[config.mk]
export PLATFORM = sky130hd
export DESIGN_NAME = display_idle_dim_off_timer_core_flat
export DESIGN_NICKNAME = d
export VERILOG_FILES = /design/src/sv/didt_pkg.sv /design/src/sv/didt_if.sv /design/src/sv/didt_cfg.sv /design/src/sv/didt_update.sv /design/src/sv/display_idle_dim_off_timer_core.sv /design/src/flat_wrapper.sv
export SDC_FILE = /design/constraint.sdc
export NUM_CORES = 1
export LEC_CHECK = 0
export ABC_AREA = 1
export BUFFER_PORTS_ARGS = -buffer_cell sky130_fd_sc_hd__buf_2
export CORE_UTILIZATION = 25
export CTS_BUF_LIST = sky130_fd_sc_hd__clkbuf_4
export DETAILED_ROUTE_END_ITERATION = 8
export GPL_ROUTABILITY_DRIVEN = 0
export GPL_TIMING_DRIVEN = 0
export PLACE_DENSITY = 0.4
export SYNTH_ARGS = -nofsm -noshare
export SYNTH_HDL_FRONTEND = slang
export SYNTH_HIERARCHICAL = 1
export SYNTH_SLANG_ARGS = --single-unit
[constraint.sdc]
create_clock -name clk -period 5.05 [get_ports clk]
set_clock_uncertainty 0.1 [all_clocks]
set_input_delay 1.2625 -clock clk [delete_from_list [all_inputs] [get_ports clk]]
set_output_delay 1.2625 -clock clk [all_outputs]
set_load 0.02 [all_outputs]
[src/sv/didt_pkg.sv]
// ----------------------------------------------------------------------------
// didt_pkg
// Shared types and constants of the display idle dim/off timer.
// ----------------------------------------------------------------------------
package didt_pkg;

	// field widths
	localparam int NOW_W      = 48;
	localparam int TIMEOUT_W  = 32;
	localparam int STATE_W    = 2;
	localparam int TIME_BITS_DEF = 48;

	// configuration port
	localparam int CFG_ADDR_W = 3;
	localparam int CFG_DATA_W = 32;
	localparam int CFG_IDX_W  = 1;

	// register indexes
	localparam logic [CFG_IDX_W-1:0] REG_DIM_TIMEOUT = 1'b0;
	localparam logic [CFG_IDX_W-1:0] REG_OFF_TIMEOUT = 1'b1;

	// register reset values
	localparam logic [TIMEOUT_W-1:0] DIM_TIMEOUT_RST = 32'd30000;
	localparam logic [TIMEOUT_W-1:0] OFF_TIMEOUT_RST = 32'd60000;

	// display states
	typedef enum logic [STATE_W-1:0] {
		MODE_AWAKE  = 2'd0,
		MODE_DIMMED = 2'd1,
		MODE_OFF    = 2'd2
	} mode_t;

	// timeout settings handed to the update logic
	typedef struct packed {
		logic [TIMEOUT_W-1:0] dim_timeout;
		logic [TIMEOUT_W-1:0] off_timeout;
	} cfg_t;

	// one result word
	typedef struct packed {
		mode_t display_state;
		logic  mode_changed;
		logic  consume_event;
	} result_t;

endpackage

[src/sv/didt_if.sv]
// ----------------------------------------------------------------------------
// didt_if
// Valid/ready channels for update words and status words.
// ----------------------------------------------------------------------------
interface didt_update_if;
	logic                       valid;
	logic                       ready;
	logic [didt_pkg::NOW_W-1:0] now_ms;
	logic                       btn_held;
	logic                       btn_press;

	modport source (output valid, now_ms, btn_held, btn_press, input ready);
	modport sink   (input valid, now_ms, btn_held, btn_press, output ready);
endinterface

interface didt_status_if;
	logic                         valid;
	logic                         ready;
	logic [didt_pkg::STATE_W-1:0] display_state;
	logic                         mode_changed;
	logic                         consume_event;

	modport source (output valid, display_state, mode_changed, consume_event, input ready);
	modport sink   (input valid, display_state, mode_changed, consume_event, output ready);
endinterface

[src/sv/didt_cfg.sv]
// ----------------------------------------------------------------------------
// didt_cfg
// APB register file holding the dim and off timeouts.
// ----------------------------------------------------------------------------
module didt_cfg (
	input  logic                                clk,
	input  logic                                arst_n,
	input  logic                                psel,
	input  logic                                penable,
	input  logic                                pwrite,
	input  logic [didt_pkg::CFG_ADDR_W-1:0]     paddr,
	input  logic [didt_pkg::CFG_DATA_W-1:0]     pwdata,
	output logic [didt_pkg::CFG_DATA_W-1:0]     prdata,
	output logic                                pready,
	output didt_pkg::cfg_t                      cfg
);

	logic [didt_pkg::TIMEOUT_W-1:0] dim_q;
	logic [didt_pkg::TIMEOUT_W-1:0] off_q;
	logic [didt_pkg::CFG_IDX_W-1:0] idx;
	logic                           wr_en;

	// word address decode
	assign idx    = paddr[didt_pkg::CFG_ADDR_W-1:2];
	assign wr_en  = psel && penable && pwrite;
	assign pready = 1'b1;

	// register writes
	always_ff @(posedge clk or negedge arst_n) begin
		if (!arst_n) begin
			dim_q <= didt_pkg::DIM_TIMEOUT_RST;
			off_q <= didt_pkg::OFF_TIMEOUT_RST;
		end else if (wr_en) begin
			unique case (idx)
				didt_pkg::REG_DIM_TIMEOUT: dim_q <= pwdata;
				didt_pkg::REG_OFF_TIMEOUT: off_q <= pwdata;
				default: ;
			endcase
		end
	end

	// read mux
	always_comb begin
		unique case (idx)
			didt_pkg::REG_DIM_TIMEOUT: prdata = dim_q;
			didt_pkg::REG_OFF_TIMEOUT: prdata = off_q;
			default:                   prdata = '0;
		endcase
	end

	assign cfg.dim_timeout = dim_q;
	assign cfg.off_timeout = off_q;

endmodule

[src/sv/didt_update.sv]
// ----------------------------------------------------------------------------
// didt_update
// Display state, activity timestamp and swallow flag, with the per-word
// decision logic that advances them.
// ----------------------------------------------------------------------------
module didt_update #(
	parameter int TIME_BITS = didt_pkg::TIME_BITS_DEF
) (
	input  logic                 clk,
	input  logic                 arst_n,
	input  logic                 fire,
	input  logic [TIME_BITS-1:0] now,
	input  logic                 held,
	input  logic                 ev,
	input  didt_pkg::cfg_t       cfg,
	output didt_pkg::result_t    result
);

	didt_pkg::mode_t      mode_q;
	logic [TIME_BITS-1:0] last_q;
	logic                 swallow_q;

	didt_pkg::mode_t      mode_d;
	logic [TIME_BITS-1:0] last_d;
	logic                 swallow_d;
	logic                 changed;
	logic                 consume;

	logic [TIME_BITS-1:0]            base;
	logic [TIME_BITS-1:0]            idle;
	logic                            backwards;
	logic [didt_pkg::TIMEOUT_W-1:0]  off_eff;
	logic                            past_off;
	logic                            past_dim;
	didt_pkg::mode_t                 timed_mode;

	// idle time against both thresholds
	assign base      = ev ? now : last_q;
	assign backwards = now < base;
	assign idle      = now - base;
	assign off_eff   = (cfg.off_timeout < cfg.dim_timeout) ? cfg.dim_timeout
	                                                       : cfg.off_timeout;
	assign past_off  = idle >= TIME_BITS'(off_eff);
	assign past_dim  = idle >= TIME_BITS'(cfg.dim_timeout);

	always_comb begin
		if (past_off) begin
			timed_mode = didt_pkg::MODE_OFF;
		end else if (past_dim) begin
			timed_mode = didt_pkg::MODE_DIMMED;
		end else begin
			timed_mode = didt_pkg::MODE_AWAKE;
		end
	end

	// next state
	always_comb begin
		mode_d    = mode_q;
		last_d    = last_q;
		swallow_d = swallow_q;
		changed   = 1'b0;
		consume   = 1'b0;
		if (mode_q != didt_pkg::MODE_AWAKE && (held || ev)) begin
			// wake by button
			mode_d    = didt_pkg::MODE_AWAKE;
			last_d    = now;
			swallow_d = held;
			changed   = 1'b1;
			consume   = ev;
		end else if (swallow_q) begin
			last_d  = now;
			consume = ev;
			if (!held) begin
				swallow_d = 1'b0;
			end
		end else if (held) begin
			last_d = now;
		end else if (backwards) begin
			last_d = now;
		end else begin
			last_d = base;
			if (timed_mode != mode_q) begin
				mode_d  = timed_mode;
				changed = 1'b1;
			end
		end
	end

	// state registers
	always_ff @(posedge clk or negedge arst_n) begin
		if (!arst_n) begin
			mode_q    <= didt_pkg::MODE_AWAKE;
			last_q    <= '0;
			swallow_q <= 1'b0;
		end else if (fire) begin
			mode_q    <= mode_d;
			last_q    <= last_d;
			swallow_q <= swallow_d;
		end
	end

	assign result.display_state = mode_d;
	assign result.mode_changed  = changed;
	assign result.consume_event = consume;

endmodule

[src/sv/display_idle_dim_off_timer_core.sv]
// ----------------------------------------------------------------------------
// display_idle_dim_off_timer_core
// Display inactivity timer: dims, then switches off, and wakes on a button.
// ----------------------------------------------------------------------------
// Usage:
//   update  - valid/ready channel of update words (now_ms, btn_held,
//             btn_press); one word per display tick.
//   status  - valid/ready channel of status words (display_state,
//             mode_changed, consume_event); exactly one per update word,
//             in order.
//   APB     - dim_timeout at 0x0, off_timeout at 0x4; write only while no
//             word is in flight.
// An accepted update word is held in the input register, then the decision
// logic loads the status register, which presents it as a status word.
// Throughput is one word per cycle while status words are taken; the loop
// through the state registers is a single subtract and the compares against
// the base and both thresholds.
// A full status register that is not taken stalls the input register, and
// update.ready drops only when both hold a word.
// Reset puts the display awake, the activity timestamp at zero, clears the
// swallow flag and loads the default timeouts.
// ----------------------------------------------------------------------------
module display_idle_dim_off_timer_core #(
	parameter int TIME_BITS = didt_pkg::TIME_BITS_DEF
) (
	input  logic                              clk,
	input  logic                              arst_n,
	didt_update_if.sink                       update,
	didt_status_if.source                     status,
	input  logic                              psel,
	input  logic                              penable,
	input  logic                              pwrite,
	input  logic [didt_pkg::CFG_ADDR_W-1:0]   paddr,
	input  logic [didt_pkg::CFG_DATA_W-1:0]   pwdata,
	output logic [didt_pkg::CFG_DATA_W-1:0]   prdata,
	output logic                              pready
);

	didt_pkg::cfg_t             cfg;
	didt_pkg::result_t          result;

	logic                       valid_s1;
	logic [didt_pkg::NOW_W-1:0] now_s1;
	logic                       held_s1;
	logic                       ev_s1;
	logic                       advance;
	logic [TIME_BITS-1:0]       now_t;

	logic                       out_valid_q;
	didt_pkg::result_t          out_q;

	// configuration registers
	didt_cfg u_cfg (
		.clk     (clk),
		.arst_n  (arst_n),
		.psel    (psel),
		.penable (penable),
		.pwrite  (pwrite),
		.paddr   (paddr),
		.pwdata  (pwdata),
		.prdata  (prdata),
		.pready  (pready),
		.cfg     (cfg)
	);

	// handshake between the two register stages
	assign advance      = valid_s1 && (!out_valid_q || status.ready);
	assign update.ready = !valid_s1 || advance;

	// input register
	always_ff @(posedge clk or negedge arst_n) begin
		if (!arst_n) begin
			valid_s1 <= 1'b0;
		end else if (update.ready) begin
			valid_s1 <= update.valid;
		end
	end

	always_ff @(posedge clk) begin
		if (update.valid && update.ready) begin
			now_s1  <= update.now_ms;
			held_s1 <= update.btn_held;
			ev_s1   <= update.btn_press;
		end
	end

	// time in the counter width
	generate
		if (TIME_BITS <= didt_pkg::NOW_W) begin : g_trunc
			assign now_t = now_s1[TIME_BITS-1:0];
		end else begin : g_ext
			assign now_t = {{(TIME_BITS - didt_pkg::NOW_W){1'b0}}, now_s1};
		end
	endgenerate

	// state and decision logic
	didt_update #(
		.TIME_BITS (TIME_BITS)
	) u_update (
		.clk    (clk),
		.arst_n (arst_n),
		.fire   (advance),
		.now    (now_t),
		.held   (held_s1),
		.ev     (ev_s1),
		.cfg    (cfg),
		.result (result)
	);

	// status register
	always_ff @(posedge clk or negedge arst_n) begin
		if (!arst_n) begin
			out_valid_q <= 1'b0;
		end else if (advance) begin
			out_valid_q <= 1'b1;
		end else if (status.ready) begin
			out_valid_q <= 1'b0;
		end
	end

	always_ff @(posedge clk) begin
		if (advance) begin
			out_q <= result;
		end
	end

	assign status.valid         = out_valid_q;
	assign status.display_state = out_q.display_state;
	assign status.mode_changed  = out_q.mode_changed;
	assign status.consume_event = out_q.consume_event;

endmodule

[src/flat_wrapper.sv]
// flat-port wrapper written by rule: the top's interface ports become plain ports
module display_idle_dim_off_timer_core_flat 
#(
	parameter int TIME_BITS = didt_pkg::TIME_BITS_DEF
)
  (clk, arst_n, psel, penable, pwrite, paddr, pwdata, prdata, pready, update_valid, update_now_ms, update_btn_held, update_btn_press, update_ready, status_valid, status_display_state, status_mode_changed, status_consume_event, status_ready);
  didt_update_if update_i ();
  didt_status_if status_i ();
  input  logic clk;
  input  logic arst_n;
  input  logic psel;
  input  logic penable;
  input  logic pwrite;
  input  logic [didt_pkg::CFG_ADDR_W-1:0] paddr;
  input  logic [didt_pkg::CFG_DATA_W-1:0] pwdata;
  output logic [didt_pkg::CFG_DATA_W-1:0] prdata;
  output logic pready;
  input wire logic [$bits(update_i.valid)-1:0] update_valid;
  input wire logic [$bits(update_i.now_ms)-1:0] update_now_ms;
  input wire logic [$bits(update_i.btn_held)-1:0] update_btn_held;
  input wire logic [$bits(update_i.btn_press)-1:0] update_btn_press;
  output wire logic [$bits(update_i.ready)-1:0] update_ready;
  output wire logic [$bits(status_i.valid)-1:0] status_valid;
  output wire logic [$bits(status_i.display_state)-1:0] status_display_state;
  output wire logic [$bits(status_i.mode_changed)-1:0] status_mode_changed;
  output wire logic [$bits(status_i.consume_event)-1:0] status_consume_event;
  input wire logic [$bits(status_i.ready)-1:0] status_ready;
  assign update_i.valid = update_valid;
  assign update_i.now_ms = update_now_ms;
  assign update_i.btn_held = update_btn_held;
  assign update_i.btn_press = update_btn_press;
  assign update_ready = update_i.ready;
  assign status_valid = status_i.valid;
  assign status_display_state = status_i.display_state;
  assign status_mode_changed = status_i.mode_changed;
  assign status_consume_event = status_i.consume_event;
  assign status_i.ready = status_ready;
  display_idle_dim_off_timer_core #(.TIME_BITS(TIME_BITS)) u_core (.clk(clk), .arst_n(arst_n), .update(update_i), .status(status_i), .psel(psel), .penable(penable), .pwrite(pwrite), .paddr(paddr), .pwdata(pwdata), .prdata(prdata), .pready(pready));
endmodule
==> flow_summary.ini, run 1 <==
[run_status]
status = completed

[drt]
wl_per_cell_um = 16.9
drtAntennaViolNets = 0
viasPerCell = 4.57
dr.pass1.iters = 5
drcViolationCount = 0
vias = 14071
wl_mm = 52.0
drt-initial-drc-count = 949

[pwr]
power.share.switching = 0.491
power.density_nw_per_um2 = 394
clkPwrFrac = 0.137
pwr-share-seq = 0.285
comb_power_share = 0.577
power_switching_mw = 3.27
fin_total_pwr_mw = 6.66
p_int_mw = 3.39
p_leak_nw = 8.63
ir_worst_vdd_uv = 185

[setup_path]
cp_max_fo = 10
critical-path-max-stage-delay_ns = 0.43
cp.arrival_ns = 5.24
worstSetupPathType = reg -> reg
critPathMostFrequentCell = nand2_1
slowest_stage = edfxtp_1
ff2ff_setup_slack_ns = 0.26
crit_required_ns = 5.50
start_kind = register
crit_path_end_kind = register
path_cells = buf_4 > clkbuf_8 > clkbuf_4 > a21oi_1 > ha_1 > nand2_1 > nand2_1 > a21oi_2 > nand2_1 > nand3b_1 > xor2_2 > ha_1 > a21oi_1 > o21ai_0 > a21oi_1 > o221ai_1 > nor2_4 > nand4_1 > nand2_1 > nand2_1 > nor2_1 > nor2_1 > buf_4

[clock_tree]
root_buffer = clkbuf_4
cts_made_buffers = 17
cts_tree = done
clk_latency_ns = 0.78
clk_pin_slew_worst_paths_ns = 0.17
hold_buffers = 0
h-tree-depth = 4
clock_path_buffers = 2
cts.sinks = 171

[yosys]
synth-seq-cells = 171
syn_area_per_cell_um2 = 6.78
async_reset_ff_frac = 0.684
synthesis.area_um2 = 14600
yosysWarnings = 6
ys_types = 48
synth_seq_area_share = 0.314
netlist_instances = 2145
ys.flop_type = dfrtp_1
synth-edff-count = 54
syn-num-nets = 2381

[global_routing]
grt_pass1_vias = 13675
track_usage = 0.179
grt_pass1_wl_mm = 80.2
antenna_found_initial = 3
overflow = 0
grt_max_degree = 64

[die]
pin_count = 131
die_h_um = 243
core_area_um2 = 57600
rows = 88
die_w_um = 243
dieArea_um2 = 59200
start_util = 0.253

[timing]
finalHoldViolations = 0
maxSlewViolCount = 0
finalWorstSetupSlack_ns = 0.258
max_freq_mhz = 209
relSlewSlack = 0.376
period_share = 0.949
finalSetupViolCount = 0
worst_slew_pin_slew_ns = 0.936
layout_min_cycle_time_ns = 4.79

[cells_and_area]
syn2layout_area_growth_pct = 16.1
final_common_cell = nand2_1
postLayoutCoreUtil = 0.293
nNetsFinal = 2535
most-common-layout-cells = 747 x nand2_1, 321 x inv_1, 142 x buf_2, 141 x nor2_1, 138 x ha_1
design_area_um2 = 16900
fin_cells = 3082
drive_above_1_share = 0.146

[placement]
port_buffers = 127
hpwl_mm = 41.9
dpl_cell_area_um2 = 16200
post-place-ws_ns = -1.70
placed_cells = 3039

[run]
drv_cap = 0

[min_path]
min_path_type = in -> async
==> worst max-delay path, delay by kind of cell (launching register included) <==
| family | cells | cell delay (ns) |
|---|---|---|
| buffers and inverters | 4 | 0.72 |
| and+or+nand+nor | 10 | 1.28 |
| AOI/OAI and AO/OA | 6 | 1.11 |
| xor gates and xnor gates | 1 | 0.26 |
| adders and majority gates | 2 | 0.64 |
| DFF | 1 | 0.43 |
==> flip-flops by register name, summed over array words and instances, names as in the netlist, 2 cells and up <==
register,cells
u_core/now_s1,48
u_core/u_update/last_q,48
u_core/status.display_state,2
u_core/u_cfg/off_q,32
u_core/u_update/mode_q,2
u_core/u_cfg/dim_q,32
==> cell usage after synthesis, types with 2 or more instances <==
cell type / instances / share of area
nor3_1: 22 / 0.0076
o21bai_1: 8 / 0.0041
and2_1: 2 / 0.00086
a21oi_1: 128 / 0.044
nand3_2: 3 / 0.0021
nor3_2: 2 / 0.0014
nor2_1: 152 / 0.039
inv_1: 322 / 0.083
o211ai_2: 2 / 0.0017
o22ai_1: 5 / 0.0021
nand2_2: 4 / 0.0017
o211ai_1: 47 / 0.024
clkbuf_1: 27 / 0.0070
edfxtp_1: 54 / 0.11
dfrtp_1: 103 / 0.18
o21ai_2: 5 / 0.0030
a21boi_0: 3 / 0.0015
nand3b_1: 6 / 0.0031
xor2_1: 22 / 0.013
nand2_1: 755 / 0.19
o21a_1: 4 / 0.0021
o221ai_1: 3 / 0.0018
buf_1: 3 / 0.00077
nand4_1: 24 / 0.010
o21ai_1: 35 / 0.012
o221a_2: 2 / 0.0015
buf_2: 14 / 0.0048
o21ai_0: 55 / 0.019
xnor2_1: 8 / 0.0048
buf_8: 2 / 0.0021
a31oi_1: 3 / 0.0013
nor2_2: 5 / 0.0021
inv_2: 12 / 0.0031
nand3_1: 111 / 0.038
a211oi_1: 4 / 0.0021
nor4_1: 2 / 0.00086
dfstp_2: 14 / 0.025
buf_6: 16 / 0.012
ha_1: 143 / 0.12
buf_4: 5 / 0.0026
==> final cells by class <==
type                    count  area, um2
flip-flops and latches    171       4570
fillers                  6350      40700
diodes                      5       12.5
plain buffers              65        474
clock inverters            14        158
clock buffers              18        135
multi-input cells        1573       8590
well taps                 765        957
inverters                 334       1250
repair buffers            137        749
==> through the flow <==
step	hold slack, ns	TNS (ns)
2_1_floorplan	0.356	0
3_3_place_gp	0.380	-14.63
3_5_place_dp	0.385	-15.62
4_1_cts	0.244	0
5_1_grt	0.251	-0.00432
6_report	0.317	0
==> power groups by stage <==
stage                     clock network [mW]  logic (mW)  registers, mW
after floorplan                            0        2.58           1.87
after global placement                     0        3.62           1.94
after detailed placement                   0        3.69           1.93
after CTS                              0.972        3.76           1.91
after global routing                    1.03        4.42           1.94
final                                  0.914        3.85           1.90
==> what timing repair did <==
item                       in CTS  in global routing
setup buffers                   3                  5
gates resized for setup        32                 69
setup endpoints to repair      53                  5
pin swaps                       0                  6
==> metal layers <==
metal,part of all wire,GRT usage,vias to the layer above
met5,0,0,-
met4,0.022,0.0505,0
met3,0.036,0.0316,48
met2,0.46,0.286,278
met1,0.48,0.244,6536
li1,-,-,7209
==> final timing paths <==
| kind | from | to | cells after the start |
|---|---|---|---|
| worst max-delay path | u_core/ev_s1 | u_core/status.mode_changed | 23 |
| worst min-delay path | arst_n | u_core/u_cfg/off_q[7] | 1 |
| worst max register to register | u_core/ev_s1 | u_core/status.mode_changed | 23 |
| worst min register to register | u_core/u_cfg/dim_q[4] | u_core/u_cfg/dim_q[4] | 2 |
| max in group asynchronous | arst_n | u_core/u_update/last_q[36] | 2 |
| min in group clk | u_core/u_cfg/dim_q[4] | u_core/u_cfg/dim_q[4] | 2 |
==> kinds of logic after synthesis <==
family	Yosys count	synth area share
other cells	1	0.000258
buf+inv	401	0.116
simple gates	1091	0.305
flops	171	0.314
xor+xnor	30	0.0181
compound gates	307	0.123
fa+ha+maj	144	0.124
Note: power is estimated with default switching activity, not from simulation.
==> run 2: changes to the inputs <==
CELL_PAD_IN_SITES_DETAIL_PLACEMENT = 1   (was default)
CELL_PAD_IN_SITES_GLOBAL_PLACEMENT = 2   (was default)
CORE_UTILIZATION = 30   (was 25)
PLACE_DENSITY = 0.73   (was 0.4)
==> run 2 against run 1 <==
Die area fell by 17%. Global-route usage rose by 4.4 points. Critical path type unchanged. Maximum frequency fell by 0.32%. Clock power fell by 8.8%. Critical path depth rose by 4. Highest routed layer unchanged. Wire length rose by 3.1%. Cell count fell by 4.5%.
==> flow_summary.ini, run 2 (synthesized netlist as in run 1, its figures left out) <==
[pwr]
power.density_nw_per_um2 = 400
ir_worst_vdd_uv = 156
fin_total_pwr_mw = 6.80
p_leak_nw = 8.68

[clock_tree]
cts_tree = done
clk_pin_slew_worst_paths_ns = 0.16
h-tree-depth = 4
clock_path_buffers = 2
cts.sinks = 171
root_buffer = clkbuf_4
clk_latency_ns = 0.78
cts_made_buffers = 17

[cells_and_area]
final_common_cell = nand2_1
drive_above_1_share = 0.168
largestRegisters = u_core/now_s1: 48 flops, u_core/u_update/last_q: 48 flops
fill_cells = 6086
fin_cells = 2942
syn2layout_area_growth_pct = 16.9
nNetsFinal = 2543
most-common-layout-cells = 740 x nand2_1, 319 x inv_1, 142 x buf_2, 136 x nor2_1, 124 x ha_1
design_area_um2 = 17000

[setup_path]
start_kind = register
crit_required_ns = 5.50
worstSetupPathType = reg -> reg
crit_path_end_kind = register
critPathMostFrequentCell = nand2_1
critPathTopFamily = simple AND/OR/NAND/NOR gates
critPathBufInv = 6
cp.arrival_ns = 5.26
critical-path-max-stage-delay_ns = 0.48
r2r_cells = 27
ff2ff_setup_slack_ns = 0.24
cp.depth = 27
cp_max_fo = 10
slowest_stage = edfxtp_1

[drt]
dr.pass1.iters = 5
vias = 14381
drcViolationCount = 0
drt-initial-drc-count = 530
drtAntennaViolNets = 0
wl_mm = 53.6
wl_per_cell_um = 18.2
viasPerCell = 4.89

[timing]
period_share = 0.952
max_freq_mhz = 208
finalHoldViolations = 0
layout_min_cycle_time_ns = 4.81
relSlewSlack = 0.396
setup_tns_ns = 0
fin_hold_ws_ns = 0.304
maxSlewViolCount = 0
worst_slew_pin_slew_ns = 0.906
finalSetupViolCount = 0

[die]
dieArea_um2 = 49400
rows = 80
start_util = 0.305
core_area_um2 = 47700
die_w_um = 222
die_h_um = 222
pin_count = 131

[global_routing]
grt_pass1_wl_mm = 84.3
overflow = 0
antenna_found_initial = 3
track_usage = 0.223
grt_max_degree = 76
grt_pass1_vias = 15165

[placement]
hpwl_mm = 44.5
placed_cells = 2889
dpl_cell_area_um2 = 16000
port_buffers = 127

[run]
drv_cap = 0

[min_path]
min_path_type = in -> async

[run_status]
status = completed
## run 2: cell count changes in the layout (fill, tap and decap cells not counted), sizes merged
cell and change:
diode +2, inv -1, clkinv +1, buf +13, bufinv -1, clkbuf -4
## run 2: stage by stage
| step | setup WS (ns) | utilization |
|---|---|---|
| global placement | -1.70 | 0.334 |
| global route | -0.0344 | 0.356 |
| CTS | 0.00774 | 0.346 |
| detailed placement | -1.72 | 0.335 |
| floorplan | 0.876 | - |
| finish | 0.243 | 0.356 |
## run 2: repair_timing
action	CTS	global route
hold buffers	0	0
resized for setup	65	126
setup buffers	5	10
hold endpoints to repair	0	0
pin swaps	6	17
endpoints found under the setup margin	53	5
## run 2: per-layer routing
metal,routed length (um),up-vias,GRT usage
met5,0,-,0
met4,1950,0,0.102
met3,1510,82,0.0304
met2,26400,217,0.389
met1,23700,6877,0.271
li1,-,7205,-
## run 2: path summary, 6_finish.rpt
check,endpoint,from
hold reg to reg,u_core/u_cfg/dim_q[14],u_core/u_cfg/dim_q[14]
min in group clk,u_core/u_cfg/dim_q[14],u_core/u_cfg/dim_q[14]
hold / removal,u_core/u_update/last_q[24],arst_n
setup reg to reg,u_core/status.mode_changed,u_core/ev_s1
setup / recovery,u_core/status.mode_changed,u_core/ev_s1
max in group asynchronous,u_core/u_cfg/dim_q[4],arst_n
## run 2: layout make-up
| cell class | count | area (um2) | area share |
|---|---|---|---|
| plain buffers | 66 | 510 | 0.0300 |
| inverters | 334 | 1250 | 0.0737 |
| flip-flops and latches | 171 | 4570 | 0.268 |
| multi-input cells | 1573 | 8830 | 0.519 |
| repair buffers | 144 | 806 | 0.0474 |
| clock buffers | 19 | 143 | 0.00838 |
| clock inverters | 13 | 115 | 0.00677 |
| diodes | 7 | 17.5 | 0.00103 |
| well taps | 615 | 769 | 0.0452 |
## run 2: power by group
group | switching (mW) | internal (mW)
logic | 2.60 | 1.47
clock network | 0.572 | 0.261
registers | 0.196 | 1.71
==> run 3: changes to the inputs <==
clock period = 6.2 ns   (was 5.05 ns; I/O delays follow)
==> run 3 against run 2 <==
Final area is 4.2% lower. Via count is 0.58% lower. Combinational power is 25% lower. Power is 22% lower. Wire length is 0.95% lower. Sequential share of layout area is 1.2 points higher. Non-clock buffer count is 14 lower. Register-to-register slack better by 0.25 ns. Maximum frequency is 16% lower. First-iteration DRC count is 2.8% lower. Critical endpoint unchanged.
==> flow_summary.ini, run 3 (synthesized netlist as in run 1, its figures left out) <==
[global_routing]
antenna_found_initial = 2
grt_max_degree = 76
overflow = 0
grt_pass1_vias = 15126
track_usage = 0.222
grt_pass1_wl_mm = 83.9

[setup_path]
critical-path-max-stage-delay_ns = 0.51
r2r_cells = 23
critPathMostFrequentCell = nor2_1
start_kind = register
worstSetupStartpoint = u_core/ev_s1
slowest_stage = clkdlybuf4s18_2
crit_required_ns = 6.62
cp.arrival_ns = 6.13
r2r_start = u_core/ev_s1
crit_path_end_kind = register
cp_max_fo = 10
worstSetupPathType = reg -> reg
path_cells = clkbuf_2 > clkdlybuf4s18_2 > a21oi_1 > ha_1 > nand2_1 > nor2_1 > inv_1 > nor2_1 > nand4_1 > nand3b_1 > xor2_1 > ha_1 > a21oi_1 > o21ai_0 > a21oi_1 > o221ai_1 > nor2_2 > nand4_1 > nand2_1 > nand2_1 > nor2_1 > nor2_1 > buf_4

[timing]
rsz0062_at_grt = false
finalHoldViolations = 0
layout_min_cycle_time_ns = 5.70
finalSetupViolCount = 0
worst_slew_pin_slew_ns = 0.926
max_freq_mhz = 175
period_share = 0.920
fin_hold_ws_ns = 0.400
maxSlewViolCount = 0
finalWorstSetupSlack_ns = 0.496
relSlewSlack = 0.383

[min_path]
worstHoldStart = u_core/u_cfg/dim_q[14]
min_path_type = reg -> reg
hold_path_depth = 2

[placement]
dpl_cell_area_um2 = 16000
port_buffers = 127
hpwl_mm = 44.5
post-place-ws_ns = -0.575

[clock_tree]
cts_made_buffers = 17
clk_pin_slew_worst_paths_ns = 0.16
clk_latency_ns = 0.75
root_buffer = clkbuf_4
clock_path_buffers = 2
h-tree-depth = 4
cts.sinks = 171
cts_tree = done

[cells_and_area]
fill_cells = 6116
drive_above_1_share = 0.112
most-common-layout-cells = 755 x nand2_1, 321 x inv_1, 151 x nor2_1, 143 x ha_1, 140 x buf_2
design_area_um2 = 16300
largestRegisters = u_core/now_s1: 48 flops, u_core/u_update/last_q: 48 flops
syn2layout_area_growth_pct = 12.0
multi_input_area_um2 = 8300
nNetsFinal = 2529
seq_area_um2 = 4570
final_common_cell = nand2_1

[die]
dieArea_um2 = 49400
rows = 80
die_h_um = 222
start_util = 0.305
die_w_um = 222
pin_count = 131
core_area_um2 = 47700

[pwr]
ir_worst_vdd_uv = 125
power.density_nw_per_um2 = 324
p_leak_nw = 8.49
fin_total_pwr_mw = 5.27

[run_status]
status = completed

[drt]
drt-initial-drc-count = 515
wl_mm = 53.1
wl_per_cell_um = 18.2
viasPerCell = 4.89
drcViolationCount = 0
vias = 14298
dr.pass1.iters = 4
drtAntennaViolNets = 0

[run]
drv_cap = 0
==> run 3: worst max-delay path, delay by kind of cell, from the launching register on <==
family,cells,cell delay [ns]
and+or+nand+nor,11,1.91
buffers and inverters,4,1.05
AOI/OAI and AO/OA,5,0.84
adders and majority gates,2,0.71
DFF,1,0.46
xor gates and xnor gates,1,0.38
==> run 3: worst paths after layout <==
check | end | slack (ns)
min in group asynchronous | u_core/u_update/last_q[24] | 0.62
max reg2reg | u_core/status.mode_changed | 0.50
min | u_core/u_cfg/dim_q[14] | 0.40
max in group asynchronous | u_core/u_cfg/dim_q[4] | 4.58
min reg2reg | u_core/u_cfg/dim_q[14] | 0.40
max | u_core/status.mode_changed | 0.50
==> run 3: where the power goes <==
part	leakage, nW	switching (mW)	internal (mW)
Clock	0.151	0.458	0.213
Sequential	1.94	0.159	1.39
Combinational	6.39	2.01	1.05
Total	8.49	2.63	2.65
==> run 3: area by class of cell <==
cell class / instances / share of cell area
Antenna cell: 3 / 0.000461
Tap cell: 615 / 0.0472
Clock inverter: 13 / 0.00706
Inverter: 334 / 0.0769
Clock buffer: 19 / 0.00875
Timing Repair Buffer: 130 / 0.0428
Buffer: 66 / 0.0272
Multi-Input combinational cell: 1573 / 0.509
Sequential cell: 171 / 0.280
==> run 3: repair_timing <==
item                                    in CTS  in global routing
gates resized for setup                      6                  8
hold buffers                                 0                  0
buffers inserted                             0                  1
endpoints found under the setup margin       5                  2
==> run 3: per-stage QoR <==
| step | util | std cells | TNS (ns) |
|---|---|---|---|
| after floorplan | - | 2145 | 0 |
| after global placement | 0.334 | 2887 | -1.50 |
| after detailed placement | 0.335 | 2889 | -1.59 |
| after CTS | 0.341 | 2920 | 0 |
| after global routing | 0.341 | 2924 | 0 |
| final | 0.341 | 2924 | 0 |
==> run 3: per-layer routing <==
metal | up-vias | wire, um | GRT usage
met5 | - | 0 | 0
met4 | 0 | 1670 | 0.106
met3 | 60 | 1490 | 0.0300
met2 | 198 | 26300 | 0.386
met1 | 6856 | 23600 | 0.269
li1 | 7184 | - | -
